===== config.mk =====
export PLATFORM = sky130hd
export DESIGN_NAME = tcw_cmd_queue
export DESIGN_NICKNAME = d
export VERILOG_FILES = /design/src/hdl/tcw_pkg.sv /design/src/hdl/tcw_cmd_queue.sv
export SDC_FILE = /design/constraint.sdc
export NUM_CORES = 1
export LEC_CHECK = 0
export BUFFER_PORTS_ARGS = -buffer_cell sky130_fd_sc_hd__buf_2
export CELL_PAD_IN_SITES_DETAIL_PLACEMENT = 1
export CELL_PAD_IN_SITES_GLOBAL_PLACEMENT = 1
export CORE_ASPECT_RATIO = 1.25
export CORE_MARGIN = 5
export CORE_UTILIZATION = 40
export DETAILED_ROUTE_END_ITERATION = 6
export PLACE_DENSITY_LB_ADDON = 0.1
export SLEW_MARGIN = 15
export SYNTH_ARGS = -nofsm -noshare
export SYNTH_HDL_FRONTEND = slang
export SYNTH_SLANG_ARGS = --single-unit

===== constraint.sdc =====
create_clock -name clk -period 2.97 [get_ports clk]
set_clock_uncertainty 0.15 [all_clocks]
set_input_delay 0 -clock clk [delete_from_list [all_inputs] [get_ports clk]]
set_output_delay 0 -clock clk [all_outputs]
set_load 0.05 [all_outputs]

===== src/hdl/tcw_pkg.sv =====
`default_nettype none
// ----------------------------------------------------------------------------
// tcw_pkg - shared types and constants of the text console writer
// Grid geometry, character codes, the command passed from the front end to
// the back end, and the result record.
// ----------------------------------------------------------------------------
package tcw_pkg;

	// grid geometry
	localparam int COLUMNS    = 80;
	localparam int ROWS       = 25;
	localparam int CELL_COUNT = ROWS * COLUMNS;

	// field widths of the ports
	localparam int ROW_W  = 5;
	localparam int COL_W  = 7;
	localparam int ADDR_W = $clog2(CELL_COUNT);

	// command queue between front and back end
	localparam int QUEUE_DEPTH = 4;
	localparam int QPTR_W      = $clog2(QUEUE_DEPTH);

	// opcodes
	localparam logic OP_PUT  = 1'b0;
	localparam logic OP_READ = 1'b1;

	// character codes and attributes
	localparam logic [7:0] CHAR_NEWLINE = 8'd10;
	localparam logic [7:0] CHAR_RETURN  = 8'd13;
	localparam logic [7:0] CHAR_BLANK   = 8'h20;
	localparam logic [7:0] ATTR_DEFAULT = 8'h07;
	localparam logic [15:0] CELL_RESET  = {ATTR_DEFAULT, CHAR_BLANK};

	// one classified request, ready for the cell store
	typedef struct packed {
		logic              wr_en;       // write one cell
		logic              rd_en;       // read one cell (in range)
		logic              blank;       // blank one physical row after any write
		logic [ADDR_W-1:0] addr;        // cell address for write or read
		logic [15:0]       data;        // attribute : character
		logic [ADDR_W-1:0] blank_base;  // first cell of the row to blank
		logic [7:0]        blank_attr;
		logic [ROW_W-1:0]  cursor_row;
		logic [COL_W-1:0]  cursor_col;
		logic              scrolled;
	} tcw_cmd_t;

	typedef struct packed {
		logic [ROW_W-1:0] cursor_row;
		logic [COL_W-1:0] cursor_col;
		logic             scrolled;
		logic [7:0]       cell_char;
		logic [7:0]       cell_attr;
	} tcw_res_t;

	typedef struct packed {
		logic clearing;  // clearing pass after reset in progress
	} tcw_back_stat_t;

endpackage
`default_nettype wire


===== src/hdl/tcw_cmd_queue.sv =====
`default_nettype none
// ----------------------------------------------------------------------------
// tcw_cmd_queue - command queue
// Short first-in first-out queue of commands between front and back end.
// ----------------------------------------------------------------------------
module tcw_cmd_queue import tcw_pkg::*; (
	input  wire logic     clk,
	input  wire logic     arst_n,
	input  wire logic     wr,
	input  wire tcw_cmd_t wr_data,
	output logic          q_full,
	input  wire logic     rd,
	output tcw_cmd_t      rd_data,
	output logic          q_empty
);

	tcw_cmd_t          entry_q [QUEUE_DEPTH];
	logic [QPTR_W-1:0] wr_ptr_q;
	logic [QPTR_W-1:0] rd_ptr_q;
	logic [QPTR_W:0]   count_q;

	assign q_full  = (count_q == (QPTR_W+1)'(QUEUE_DEPTH));
	assign q_empty = (count_q == '0);
	assign rd_data = entry_q[rd_ptr_q];

	always_ff @(posedge clk) begin
		if (wr) begin
			entry_q[wr_ptr_q] <= wr_data;
		end
	end

	always_ff @(posedge clk or negedge arst_n) begin
		if (!arst_n) begin
			wr_ptr_q <= '0;
			rd_ptr_q <= '0;
			count_q  <= '0;
		end else begin
			if (wr) begin
				wr_ptr_q <= (wr_ptr_q == QPTR_W'(QUEUE_DEPTH - 1)) ? '0 : wr_ptr_q + QPTR_W'(1);
			end
			if (rd) begin
				rd_ptr_q <= (rd_ptr_q == QPTR_W'(QUEUE_DEPTH - 1)) ? '0 : rd_ptr_q + QPTR_W'(1);
			end
			if (wr && !rd) begin
				count_q <= count_q + (QPTR_W+1)'(1);
			end else if (rd && !wr) begin
				count_q <= count_q - (QPTR_W+1)'(1);
			end
		end
	end

endmodule
`default_nettype wire


==> reports/results.tsv <==
metric	value	unit
status	complete, no violations	
finalSetupViolCount	0	
num_io_pins	130	
nets	657	
ir_worst_vdd	548	uV
synth_cell_type_count	19	
synth_compound_area_share	0.106	%
worstPathMaxFanout	22	
areaGrowthSynthToFinish	25.7	%
final_common_cell	edfxtp_1	
layout-drive-gt1-share	40.0	%
p_per_area	1060	nW/um^2
finalCritPeriodShare	83.8	%
ctsResizeCount	0	
syn-instance-count	361	
startpoint_type	register	
htreeDepth	1	
synth_xor_area_share	0.278	%
via_per_inst	5.01	
floorplan.initialDensity	40.8	%
die-area	26800	sq um
grt_pass1_vias	5065	
drv_slew	0	
hold_buffers	66	
portBuffers	129	
avgSynthCellArea	26.1	sq um
drt_iter0_drc	192	
post-dp-hpwl	11900	um
clockRootBuffer	clkbuf_16	
syn_nets	434	
min_period	2490	ps
routed_wl	19200	um
diodes	0	
hold_depth	2	
arrival	2340	ps
row_count	62	
wire_per_inst	21.5	um
final_cell_mix	248 x edfxtp_1, 129 x buf_2, 66 x dlygate4sd3_1	
cp.required	2820	ps
r2r_end	rd_ptr_q[1]	
grt-ovfl-total	0	
hold_path_class	in2reg	
synth_seq_cells	255	
path_clk_slew	60	ps
fp.dieW	147	um
synthSimpleGateAreaFrac	0.597	%
vias	4466	
antenna_found_initial	0	
max_slew_margin	34.9	%
clkSinkCount	255	
min-delay-start	wr_data[28]	
r2r_slack	980	ps
rsz0062_at_grt	false	
grt_pass1_wl	29500	um
post-cts-setup-buffers	0	
ys_warn_count	0	
final_util	51.3	%
endpoint_kind	output pin	
ant_nets	0	
grt_max_degree	65	
regToRegStartpoint	rd_ptr_q[1]	
numCtsBuffers	27	
drc	0	
finalSetupTns	0	ps
worst_pin_slew	976	ps
critical_path_class	reg2out	
leakage	4.13	nW
max_cap_violations	0	
syn_area	9440	sq um
coreArea	23100	sq um
die_h	182	um
insertion_delay	510	ps
synth_mux_area_share	15.3	%
track_usage	14.4	%
fmaxAchievable	0.402	GHz
gp_congestion	0.711	
hold_path_end	entry_q[1][28]	
synth_seq_area_share	80.8	%
r2r_cells	2	
finalHoldViolCount	0	
synth_top_family_by_area	multiplexers	
synth_fa_ha_area_share	1.01	%
drt-pass1-iter-count	4	
cts_tree	built	
clockBufferDepth	3	
-- cell usage after synthesis, drive strengths merged --
library cell    n  share of area, %
mux2            3              0.36
xnor2           1             0.093
xor2            2              0.19
edfxtp        248                79
nor3            1             0.053
o21ai           2              0.11
mux4           62                15
nor3b           1             0.080
fa              1              0.21
nor2            3              0.12
buf            14               1.8
inv             4              0.16
dfrtp           7               1.9
and2            4              0.27
nand2           2             0.080
ha              6              0.80
-- power by group --
part,switching [mW],total (mW),internal [mW],leakage [nW]
Sequential,0.431,5.05,4.62,2.36
Combinational,3.05,4.55,1.50,1.40
Clock,1.27,2.94,1.68,0.373
Total,4.75,12.5,7.79,4.13
-- flip-flops by register name, indices dropped and copies added, names as in the netlist --
name / cells
entry_q: 248
count_q: 3
rd_ptr_q: 2
wr_ptr_q: 2
-- routing by layer --
layer / vias up / track usage, % / part of all wire [%]
met5: - / 0 / 0
li1: 1986 / - / -
met1: 2348 / 17.3 / 39
met2: 105 / 26.3 / 54
met3: 27 / 3.27 / 5.2
met4: 0 / 3.77 / 1.9
-- worst max-delay path, cell delays in order (launching register included) --
cell and delay [ps]:
dfrtp_4 720, buf_4 330, mux4_2 530, buf_2 230
-- logic make-up (layout without fill, tap and decap cells) --
group,Yosys count,in the layout
AOI/OAI and AO/OA,2,2
DFF,255,255
xor gates and xnor gates,3,3
and+or+nand+nor,11,11
buffers and inverters,18,260
muxes,65,65
adders and majority gates,7,7
-- through the flow --
stage | hold WS (ps) | area, sq um | worst slack (ps) | instances | power [mW]
6_report | 77.8 | 11900 | 481 | 891 | 12.5
2_1_floorplan | -446 | 9440 | 309 | 361 | 8.69
5_1_grt | 77.2 | 11900 | 304 | 891 | 13.1
3_5_place_dp | -302 | 10400 | 929 | 777 | 9.75
4_1_cts | 53.7 | 11900 | 362 | 891 | 12.8
3_3_place_gp | -300 | 10400 | 946 | 777 | 9.67
-- layout make-up --
class | count | area (sq um)
Clock inverter | 9 | 43.8
Sequential cell | 255 | 7630
Fill cell | 2092 | 11300
Multi-Input combinational cell | 88 | 1640
Tap cell | 288 | 360
Clock buffer | 39 | 721
Inverter | 4 | 15.0
Timing Repair Buffer | 208 | 1450
-- worst max-delay path by stage --
stage	start	to	slack (ps)
after detailed placement	rd_ptr_q[0]	rd_data[21]	930
after global routing	rd_ptr_q[0]	rd_data[21]	300
final	rd_ptr_q[0]	rd_data[21]	480
after global placement	rd_ptr_q[0]	rd_data[61]	950
after CTS	rd_ptr_q[0]	rd_data[21]	360
after floorplan	wr_ptr_q[0]	entry_q[2][0]	310
Note: power is estimated with default switching activity, not from simulation.
