$ cat src/hdl/tcw_pkg.sv
`default_nettype none
// ----------------------------------------------------------------------------
// tcw_pkg - shared types and constants of the text console writer
// Grid geometry, character codes, the command passed from the front end to
// the back end, and the result record.
// ----------------------------------------------------------------------------
package tcw_pkg;

	// grid geometry
	localparam int COLUMNS    = 80;
	localparam int ROWS       = 25;
	localparam int CELL_COUNT = ROWS * COLUMNS;

	// field widths of the ports
	localparam int ROW_W  = 5;
	localparam int COL_W  = 7;
	localparam int ADDR_W = $clog2(CELL_COUNT);

	// command queue between front and back end
	localparam int QUEUE_DEPTH = 4;
	localparam int QPTR_W      = $clog2(QUEUE_DEPTH);

	// opcodes
	localparam logic OP_PUT  = 1'b0;
	localparam logic OP_READ = 1'b1;

	// character codes and attributes
	localparam logic [7:0] CHAR_NEWLINE = 8'd10;
	localparam logic [7:0] CHAR_RETURN  = 8'd13;
	localparam logic [7:0] CHAR_BLANK   = 8'h20;
	localparam logic [7:0] ATTR_DEFAULT = 8'h07;
	localparam logic [15:0] CELL_RESET  = {ATTR_DEFAULT, CHAR_BLANK};

	// one classified request, ready for the cell store
	typedef struct packed {
		logic              wr_en;       // write one cell
		logic              rd_en;       // read one cell (in range)
		logic              blank;       // blank one physical row after any write
		logic [ADDR_W-1:0] addr;        // cell address for write or read
		logic [15:0]       data;        // attribute : character
		logic [ADDR_W-1:0] blank_base;  // first cell of the row to blank
		logic [7:0]        blank_attr;
		logic [ROW_W-1:0]  cursor_row;
		logic [COL_W-1:0]  cursor_col;
		logic              scrolled;
	} tcw_cmd_t;

	typedef struct packed {
		logic [ROW_W-1:0] cursor_row;
		logic [COL_W-1:0] cursor_col;
		logic             scrolled;
		logic [7:0]       cell_char;
		logic [7:0]       cell_attr;
	} tcw_res_t;

	typedef struct packed {
		logic clearing;  // clearing pass after reset in progress
	} tcw_back_stat_t;

endpackage
`default_nettype wire

$ cat src/hdl/tcw_front.sv
`default_nettype none
// ----------------------------------------------------------------------------
// tcw_front - request front end
// Holds the cursor, the top-row offset of the circular grid and the
// attribute register; turns each request into a cell-store command.
// ----------------------------------------------------------------------------
module tcw_front import tcw_pkg::*; (
	input  wire logic              clk,
	input  wire logic              arst_n,
	input  wire logic              cfg_write,
	input  wire logic [7:0]        cfg_data,
	input  wire logic              push,
	input  wire logic              opcode,
	input  wire logic [7:0]        char_code,
	input  wire logic [ROW_W-1:0]  read_row,
	input  wire logic [COL_W-1:0]  read_column,
	output logic                   full,
	input  wire tcw_back_stat_t    back_stat,
	input  wire logic              q_full,
	output logic                   cmd_push,
	output tcw_cmd_t               cmd
);

	logic [ROW_W-1:0]  cursor_row_q;
	logic [COL_W-1:0]  cursor_col_q;
	logic [ROW_W-1:0]  top_q;
	logic [7:0]        attr_q;

	logic [ROW_W-1:0]  sel_row;
	logic [COL_W-1:0]  sel_col;
	logic [ROW_W:0]    prow_sum;
	logic [ROW_W-1:0]  prow;
	logic [ADDR_W-1:0] cell_addr;
	logic              in_range;
	logic              wrap;
	logic [ROW_W-1:0]  n_row;
	logic [COL_W-1:0]  n_col;
	logic [ROW_W-1:0]  n_top;

	assign full     = back_stat.clearing | q_full;
	assign cmd_push = push & ~full;

	// map a logical row onto the circular store
	assign sel_row   = (opcode == OP_READ) ? read_row : cursor_row_q;
	assign sel_col   = (opcode == OP_READ) ? read_column : cursor_col_q;
	assign prow_sum  = {1'b0, sel_row} + {1'b0, top_q};
	assign prow      = (prow_sum >= (ROW_W+1)'(ROWS)) ?
		ROW_W'(prow_sum - (ROW_W+1)'(ROWS)) : prow_sum[ROW_W-1:0];
	assign cell_addr = ADDR_W'(prow) * ADDR_W'(COLUMNS) + ADDR_W'(sel_col);
	assign in_range  = ({1'b0, read_row} < (ROW_W+1)'(ROWS)) &&
		({1'b0, read_column} < (COL_W+1)'(COLUMNS));

	always_comb begin
		cmd   = '0;
		wrap  = 1'b0;
		n_row = cursor_row_q;
		n_col = cursor_col_q;
		n_top = top_q;
		if (opcode == OP_READ) begin
			cmd.rd_en = in_range;
			cmd.addr  = cell_addr;
		end else begin
			case (char_code)
				CHAR_NEWLINE: begin
					wrap  = 1'b1;
					n_col = '0;
				end
				CHAR_RETURN: begin
					n_col = '0;
				end
				default: begin
					cmd.wr_en = 1'b1;
					cmd.addr  = cell_addr;
					cmd.data  = {attr_q, char_code};
					if (cursor_col_q == COL_W'(COLUMNS - 1)) begin
						n_col = '0;
						wrap  = 1'b1;
					end else begin
						n_col = cursor_col_q + COL_W'(1);
					end
				end
			endcase
			if (wrap) begin
				if (cursor_row_q == ROW_W'(ROWS - 1)) begin
					// scroll: the old top row becomes the blank last row
					cmd.blank      = 1'b1;
					cmd.blank_base = ADDR_W'(top_q) * ADDR_W'(COLUMNS);
					cmd.blank_attr = attr_q;
					cmd.scrolled   = 1'b1;
					n_top = (top_q == ROW_W'(ROWS - 1)) ? '0 : top_q + ROW_W'(1);
					n_row = ROW_W'(ROWS - 1);
					n_col = '0;
				end else begin
					n_row = cursor_row_q + ROW_W'(1);
				end
			end
		end
		cmd.cursor_row = n_row;
		cmd.cursor_col = n_col;
	end

	always_ff @(posedge clk or negedge arst_n) begin
		if (!arst_n) begin
			cursor_row_q <= '0;
			cursor_col_q <= '0;
			top_q        <= '0;
			attr_q       <= ATTR_DEFAULT;
		end else begin
			if (cmd_push) begin
				cursor_row_q <= n_row;
				cursor_col_q <= n_col;
				top_q        <= n_top;
			end
			if (cfg_write) begin
				attr_q <= cfg_data;
			end
		end
	end

endmodule
`default_nettype wire

$ cat config.mk
export PLATFORM = sky130hd
export DESIGN_NAME = tcw_front
export DESIGN_NICKNAME = d
export VERILOG_FILES = /design/src/hdl/tcw_pkg.sv /design/src/hdl/tcw_front.sv
export SDC_FILE = /design/constraint.sdc
export NUM_CORES = 1
export LEC_CHECK = 0
export BUFFER_PORTS_ARGS = -buffer_cell sky130_fd_sc_hd__buf_2
export CELL_PAD_IN_SITES_DETAIL_PLACEMENT = 1
export CELL_PAD_IN_SITES_GLOBAL_PLACEMENT = 1
export CORE_UTILIZATION = 36
export CTS_BUF_LIST = sky130_fd_sc_hd__clkbuf_4 sky130_fd_sc_hd__clkbuf_8 sky130_fd_sc_hd__clkbuf_16
export DETAILED_ROUTE_END_ITERATION = 16
export HOLD_SLACK_MARGIN = 0.03
export PLACE_DENSITY = 0.9
export SYNTH_ARGS = -nofsm -noshare
export SYNTH_HDL_FRONTEND = slang
export SYNTH_SLANG_ARGS = --single-unit
$ cat constraint.sdc
create_clock -name clk -period 8.31 [get_ports clk]
set_input_delay 1.662 -clock clk [delete_from_list [all_inputs] [get_ports clk]]
set_output_delay 1.662 -clock clk [all_outputs]
set_load 0.01 [all_outputs]
==> results of run 1 <==
[worst max-delay path, stage by stage]
cell      delay, ns
clkbuf_4       0.29
nand2_1        0.09
o21ai_0        0.10
ha_1           0.21
inv_1          0.06
fa_1           0.59
ha_1           0.19
and2_1         0.16
nand2b_1       0.11
a31oi_4        0.27
nor2_1         0.09
a21oi_1        0.20
ha_1           0.27
ha_1           0.22
inv_1          0.07
fa_1           0.46
nand2b_1       0.21
a221oi_1       0.22
nor2_1         0.08
a21oi_1        0.16
nor2_1         0.06
mux2_2         0.26
buf_2          0.13
[path summary, 6_finish.rpt]
check | depth (start not counted) | to | slack (ns) | startpoint
setup reg to reg | 7 | top_q[4] | 6.23 | cursor_col_q[0]
min in group asynchronous | 1 | cursor_col_q[3] | 1.38 | arst_n
hold / removal | 1 | attr_q[3] | 0.53 | attr_q[3]
setup / recovery | 23 | cmd[58] | 0.47 | opcode
max in group asynchronous | 1 | cursor_row_q[0] | 6.53 | arst_n
hold reg to reg | 1 | attr_q[3] | 0.53 | attr_q[3]
[synth_stat cells, types with 2 or more instances]
cell type | instances | share of area
a22o_1 | 5 | 0.016
nand3_2 | 2 | 0.0073
nand3_1 | 9 | 0.016
nand2_1 | 20 | 0.027
nand2_2 | 2 | 0.0046
mux2_2 | 17 | 0.070
nand2b_1 | 5 | 0.011
inv_1 | 21 | 0.029
dfstp_2 | 3 | 0.029
nor2_1 | 20 | 0.027
nor3_1 | 14 | 0.026
and2_1 | 11 | 0.025
o22a_1 | 2 | 0.0064
a21oi_1 | 17 | 0.031
nor2b_1 | 13 | 0.030
xor2_1 | 10 | 0.032
fa_1 | 4 | 0.029
dfrtp_1 | 22 | 0.20
clkbuf_1 | 9 | 0.012
ha_1 | 27 | 0.12
nor2_4 | 2 | 0.0082
nand4_1 | 2 | 0.0046
and3_1 | 17 | 0.039
buf_4 | 6 | 0.016
o21ai_0 | 22 | 0.040
and4b_1 | 2 | 0.0073
o31ai_1 | 7 | 0.019
a21o_1 | 9 | 0.025
xnor2_1 | 4 | 0.013
[routing by layer]
| metal | global-route usage | share of wire |
|---|---|---|
| met1 | 0.226 | 0.43 |
| met2 | 0.387 | 0.51 |
| met3 | 0.0240 | 0.054 |
| met4 | 0.0433 | 0.0065 |
| met5 | 0 | 0 |
[logic make-up after synthesis]
logic type,synth area share
simple gates,0.258
fa+ha+maj,0.153
xor+xnor,0.0449
mux,0.0738
other cells,0.00137
compound gates,0.175
buf+inv,0.0637
flops,0.231
[state kept, by name (all words and copies together) (netlist names)]
signal / count
top_q: 5
attr_q: 8
cursor_row_q: 5
cursor_col_q: 7
[metrics by stage]
step           power (W)  hold WS (ns)  cell area [um2]   util
6_report        0.000375         0.532             3310  0.454
3_5_place_dp    0.000299         0.514             3250  0.445
4_1_cts         0.000375         0.537             3300  0.452
5_1_grt         0.000401         0.564             3310  0.454
3_3_place_gp    0.000292         0.502             3250  0.445
2_1_floorplan   0.000244         0.486             2740      -
[placed cells by master (no fill, tap or decap), types with 9 or more instances in the layout]
| cell | Yosys | final |
|---|---|---|
| nor3_1 | 14 | 14 |
| nor2b_1 | 13 | 13 |
| inv_1 | 21 | 21 |
| nor2_1 | 20 | 20 |
| xor2_1 | 10 | 10 |
| dfrtp_1 | 22 | 22 |
| and3_1 | 17 | 17 |
| o21ai_0 | 22 | 22 |
| and2_1 | 11 | 11 |
| a21oi_1 | 17 | 17 |
| ha_1 | 27 | 27 |
| nand3_1 | 9 | 9 |
| buf_2 | 1 | 93 |
| a21o_1 | 9 | 9 |
| mux2_2 | 17 | 17 |
| nand2_1 | 20 | 20 |
[layout make-up]
| class | instances | area share |
|---|---|---|
| multi-input combinational | 266 | 0.589 |
| clock inverter | 1 | 0.00227 |
| clock buffer | 3 | 0.0125 |
| sequential | 25 | 0.190 |
| tap | 99 | 0.0374 |
| inverter | 21 | 0.0238 |
| timing repair buffer | 95 | 0.145 |
[repair_timing]
action / in CTS / in global routing
hold buffers: 0 / 0
setup endpoints to repair: 0 / 1
gates resized for setup: 0 / 2
[power by group through the flow]
stage / Sequential [W] / Combinational, W / Clock (W)
after detailed placement: 0.000153 / 0.000146 / 0
after global routing: 0.000154 / 0.000164 / 0.0000823
after global placement: 0.000152 / 0.000140 / 0
after floorplan: 0.000146 / 0.0000977 / 0
final: 0.000151 / 0.000146 / 0.0000777
after CTS: 0.000151 / 0.000147 / 0.0000777
==> summary.txt, run 1 <==
Status
  – Status: finished clean

Pwr
  – Clk pwr share: 0.207
  – Pint: between 0.0002 and 0.00025 W
  – Sw Ratio: 0.373
  – Maximum VDD drop: 0.0540 mV
  – P_leak: 1.75 nW
  – Switching power of the nets: around 0.00014 W
  – Seq pwr share: 0.403
  – Pwr Density: roughly 110 nW/um2
  – Combinational power share: 0.389

Synthesis
  – Primary FF master, synth: dfrtp_1
  – Number of library cell types mapped by synthesis: roughly 50
  – Post-Syn Area: 2730 um2
  – Syn_area_per_cell: 8.37 um2
  – Sequential share of the synthesized area: 0.231
  – Yosys warns: 0
  – EDFF count, synth: 0
  – Async set or reset register ratio after synthesis: 1.00
  – FF+latch count, synth: 25
  – Mapped Cells: roughly 330

Global route
  – Grt total ovfl: 0
  – First-pass GRT wire length: 12.3 mm
  – Initial antenna violation count: 0
  – Vias in the first global route: around 2.6k
  – Tot GR Track Use: 0.197
  – Largest net degree at the start of global routing: 28

Flow run
  – Max Cap Viol: 0

Die
  – Initial Util: 0.374
  – # IOs: 99
  – FP Rows: 31
  – Die Wd: 89.1 um
  – CORE AREA: roughly 7300 um2
  – Die height: slightly below 90 um
  – Full die area: between 7000 and 8000 um2

Worst setup path
  – Crit path capture type: output port
  – Crit Path Category: input pin to output port
  – Crit start category: input pin
  – Worst EP required: roughly 6.7 ns
  – Arr. time, crit path: 6.18 ns
  – Crit-path max FO: 27

Timing
  – Rel. slew slack: 0.546
  – Fmax achieved: approximately 130 MHz
  – RSZ-0062 raised after global routing: false
  – Hold Fails Final Rpt: 0
  – Skew final: 0.00899 ns
  – Final Setup Violations: 0
  – Worst setup margin: around 0.47 ns
  – Final Cycle Share: 0.944
  – Final Critical Period: 7.84 ns
  – Max-slew violations: 0
  – Total negative slack: 0 ns
  – Worst Max-Slew Pin Slew: 0.678 ns

Placed design
  – Placed cell count: a little over 500
  – Routability congestion estimate: 0.836
  – Post-placement setup slack: 0.309 ns
  – Post-detail-place hpwl: 6.46 mm
  – Port buffer count: 94

Clock tree
  – TritonCTS clock tree: built
  – Later-pin clock latency in the skew report: roughly 0.28 ns
  – TritonCTS Sinks: 25
  – Clock slew at reported path FFs: 0.10 ns
  – Number of CTS-inserted buffers: 3
  – Postcts setup bufs: 0
  – CTS Buffer Depth: 2
  – Htree depth: 1
  – Clk root buf: clkbuf_8

Finish
  – Diode count: 0
  – Register area: 629 um2
  – Layout cell share with drive strength beyond 1: 0.321
  – Layout Area Growth over Synthesis: 21.2%
  – Nets: 478
  – Multi-input gate area: 1950 um2
  – Final Non-Filler Cells: 510
  – # fillers: 927

Drt
  – Post-route DRC: 0
  – Initial DRC count: about 120
  – Post-route antenna net violation count: 0
  – Vias/cell: around 5.4
  – Routed WL: between 7 and 8 mm
  – DR vias: 2737
  – Initial DRT Pass Iterations: 4
  – WL/cell: 15.5 um

Min path
  – Hold/Removal Path Class: flip-flop to flip-flop
Power figures use the tool's default switching activity.
==> run 2: changes to the inputs <==
- PLACE_DENSITY: 0.9 -> 0.92
==> summary.txt, run 2 (same netlist as run 1, synthesis figures left out) <==
Global route
  – Grt total ovfl: 0 (unchanged)
  – Tot GR Track Use: 0.204 (+0.00647)
  – Largest net degree at the start of global routing: 28 (unchanged)
  – First-pass GRT wire length: 12.7 mm (+3.3%)
  – Vias in the first global route: 2774 (+5.0%)
  – Initial antenna violation count: 0 (unchanged)

Placed design
  – Port buffer count: 94 (unchanged)
  – Post-detail-place hpwl: 6.47 mm (+0.24%)
  – Routability congestion estimate: 0.841 (+0.63%)
  – Post-placement setup slack: 0.343 ns (+0.0339 ns)

Clock tree
  – Clock slew at reported path FFs: 0.09 ns (about the same)
  – Number of CTS-inserted buffers: 3 (unchanged)
  – Clk root buf: clkbuf_8
  – Htree depth: 1 (unchanged)
  – Postcts setup bufs: 0 (unchanged)
  – TritonCTS Sinks: 25 (unchanged)
  – CTS Buffer Depth: 2 (unchanged)
  – Later-pin clock latency in the skew report: 0.28 ns (about the same)
  – TritonCTS clock tree: built
  – CTS resizes: 0 (unchanged)
  – Hold buffer count at cts: 0 (unchanged)

Min path
  – Hold/Removal Path Class: flip-flop to flip-flop
  – Hold path cells: 1 (unchanged)

Finish
  – Max reg flops: 8 (unchanged)
  – Largest regs: attr_q (8), cursor_col_q (7)
  – Nets: 478 (unchanged)
  – Most frequent cells in the layout: 93 x buf_2, 27 x ha_1, 22 x o21ai_0, 22 x dfrtp_1, 21 x inv_1
  – Final core occ: 0.453 (about the same)
  – Most common cell after layout, fill and taps aside: buf_2
  – Largest Register: attr_q
  – Layout cell share with drive strength beyond 1: 0.321 (unchanged)
  – Diode count: 0 (unchanged)
  – Layout Area Growth over Synthesis: 21.1% (about the same)

Status
  – Status: finished clean

Die
  – Die Wd: 89.1 um (unchanged)
  – Full die area: 7940 um2 (unchanged)
  – Initial Util: 0.374 (unchanged)
  – # IOs: 99 (unchanged)
  – FP Rows: 31 (unchanged)
  – Die height: 89.1 um (unchanged)
  – CORE AREA: 7290 um2 (unchanged)

Pwr
  – Maximum VDD drop: 0.0417 mV (-23%)
  – Pwr Density: 114 nW/um2 (+0.16%)
  – Total power: 0.000375 W (about the same)
  – P_leak: 1.75 nW (+0.23%)

Drt
  – Initial DRC count: 99 (-14%)
  – DR vias: 2688 (-1.8%)
  – Post-route antenna net violation count: 0 (unchanged)
  – Initial DRT Pass Iterations: 4 (unchanged)
  – Post-route DRC: 0 (unchanged)
  – WL/cell: 15.6 um (+0.51%)
  – Vias/cell: 5.27 (-1.8%)
  – Routed WL: 7.95 mm (+0.51%)

Timing
  – Max-slew violations: 0 (unchanged)
  – Rel. slew slack: 0.582 (+0.0360)
  – Final Cycle Share: 0.938 (-0.00608)
  – Hold Fails Final Rpt: 0 (unchanged)
  – Total negative slack: 0 ns (unchanged)
  – RSZ-0062 raised after global routing: false
  – Final Setup Violations: 0 (unchanged)
  – Final Critical Period: 7.79 ns (-0.0505 ns)
  – Worst Max-Slew Pin Slew: 0.625 ns (-0.0534 ns)
  – Skew final: 0.00260 ns (-0.00639 ns)
  – Fmax achieved: 128 MHz (+0.65%)
  – Worst hold slack: 0.542 ns (+0.00947 ns)
  – Worst setup margin: 0.519 ns (+0.0505 ns)

Worst setup path
  – Crit-path max FO: 27 (unchanged)
  – Worst-case reg-to-reg path depth: 7 (unchanged)
  – Crit path capture type: output port
  – Worst EP required: 6.65 ns (about the same)
  – Arr. time, crit path: 6.13 ns (-0.05 ns)
  – Crit Path Category: input pin to output port
  – Crit start category: input pin

Flow run
  – Max Cap Viol: 0 (unchanged)
==> run 2: cell count changes in the layout (fill, tap and decap cells not counted) <==
cell        before  now
buf_4            1    2
clkbuf_4         1    0
clkinvlp_4       1    0
clkinv_2         0    1
==> run 2: critical path, stage by stage <==
cell and delay [ns]:
buf_4 0.26, nand2_1 0.08, o21ai_0 0.09, ha_1 0.21, inv_1 0.06, fa_1 0.59, ha_1 0.19, and2_1 0.15
nand2b_1 0.12, a31oi_4 0.28, nor2_1 0.09, a21oi_1 0.21, ha_1 0.28, ha_1 0.22, inv_1 0.09, fa_1 0.46
nand2b_1 0.20, a221oi_1 0.21, nor2_1 0.08, a21oi_1 0.15, nor2_1 0.05, mux2_2 0.26, buf_2 0.14
==> run 2: area by class of cell <==
type | instances | area [um2]
Clock buffer | 3 | 41.3
Clock inverter | 1 | 5.00
Fill cell | 925 | 3990
Inverter | 21 | 78.8
Multi-Input combinational cell | 266 | 1950
Sequential cell | 25 | 629
Tap cell | 99 | 124
Timing Repair Buffer | 95 | 480
==> run 2: metrics by stage <==
step,instance area (um2),std cells
global placement,3250,506
detailed placement,3250,506
global route,3310,510
finish,3310,510
CTS,3290,510
floorplan,2740,329
==> run 2: path summary, 6_finish.rpt <==
path	start	end	slack, ns
worst max-delay path	opcode	cmd[58]	0.52
worst min-delay path	attr_q[6]	attr_q[6]	0.54
worst max register to register	cursor_col_q[0]	top_q[4]	6.15
worst min register to register	attr_q[6]	attr_q[6]	0.54
max in group asynchronous	arst_n	attr_q[1]	6.56
min in group asynchronous	arst_n	cursor_col_q[3]	1.37
==> run 2: power by group <==
part | internal (W) | switching [W] | total [W] | leakage (nW)
Clock | 0.0000337 | 0.0000419 | 0.0000756 | 0.0255
Sequential | 0.000134 | 0.0000174 | 0.000152 | 0.317
Combinational | 0.0000668 | 0.0000811 | 0.000148 | 1.41
==> run 2: routing by layer <==
metal / track usage / wire length (um) / up-vias
met1: 0.227 / 3200 / 1296
met2: 0.398 / 4270 / 68
met3: 0.0166 / 317 / 11
met5: 0 / 0 / -
met4: 0.0765 / 163 / 0
li1: - / - / 1313
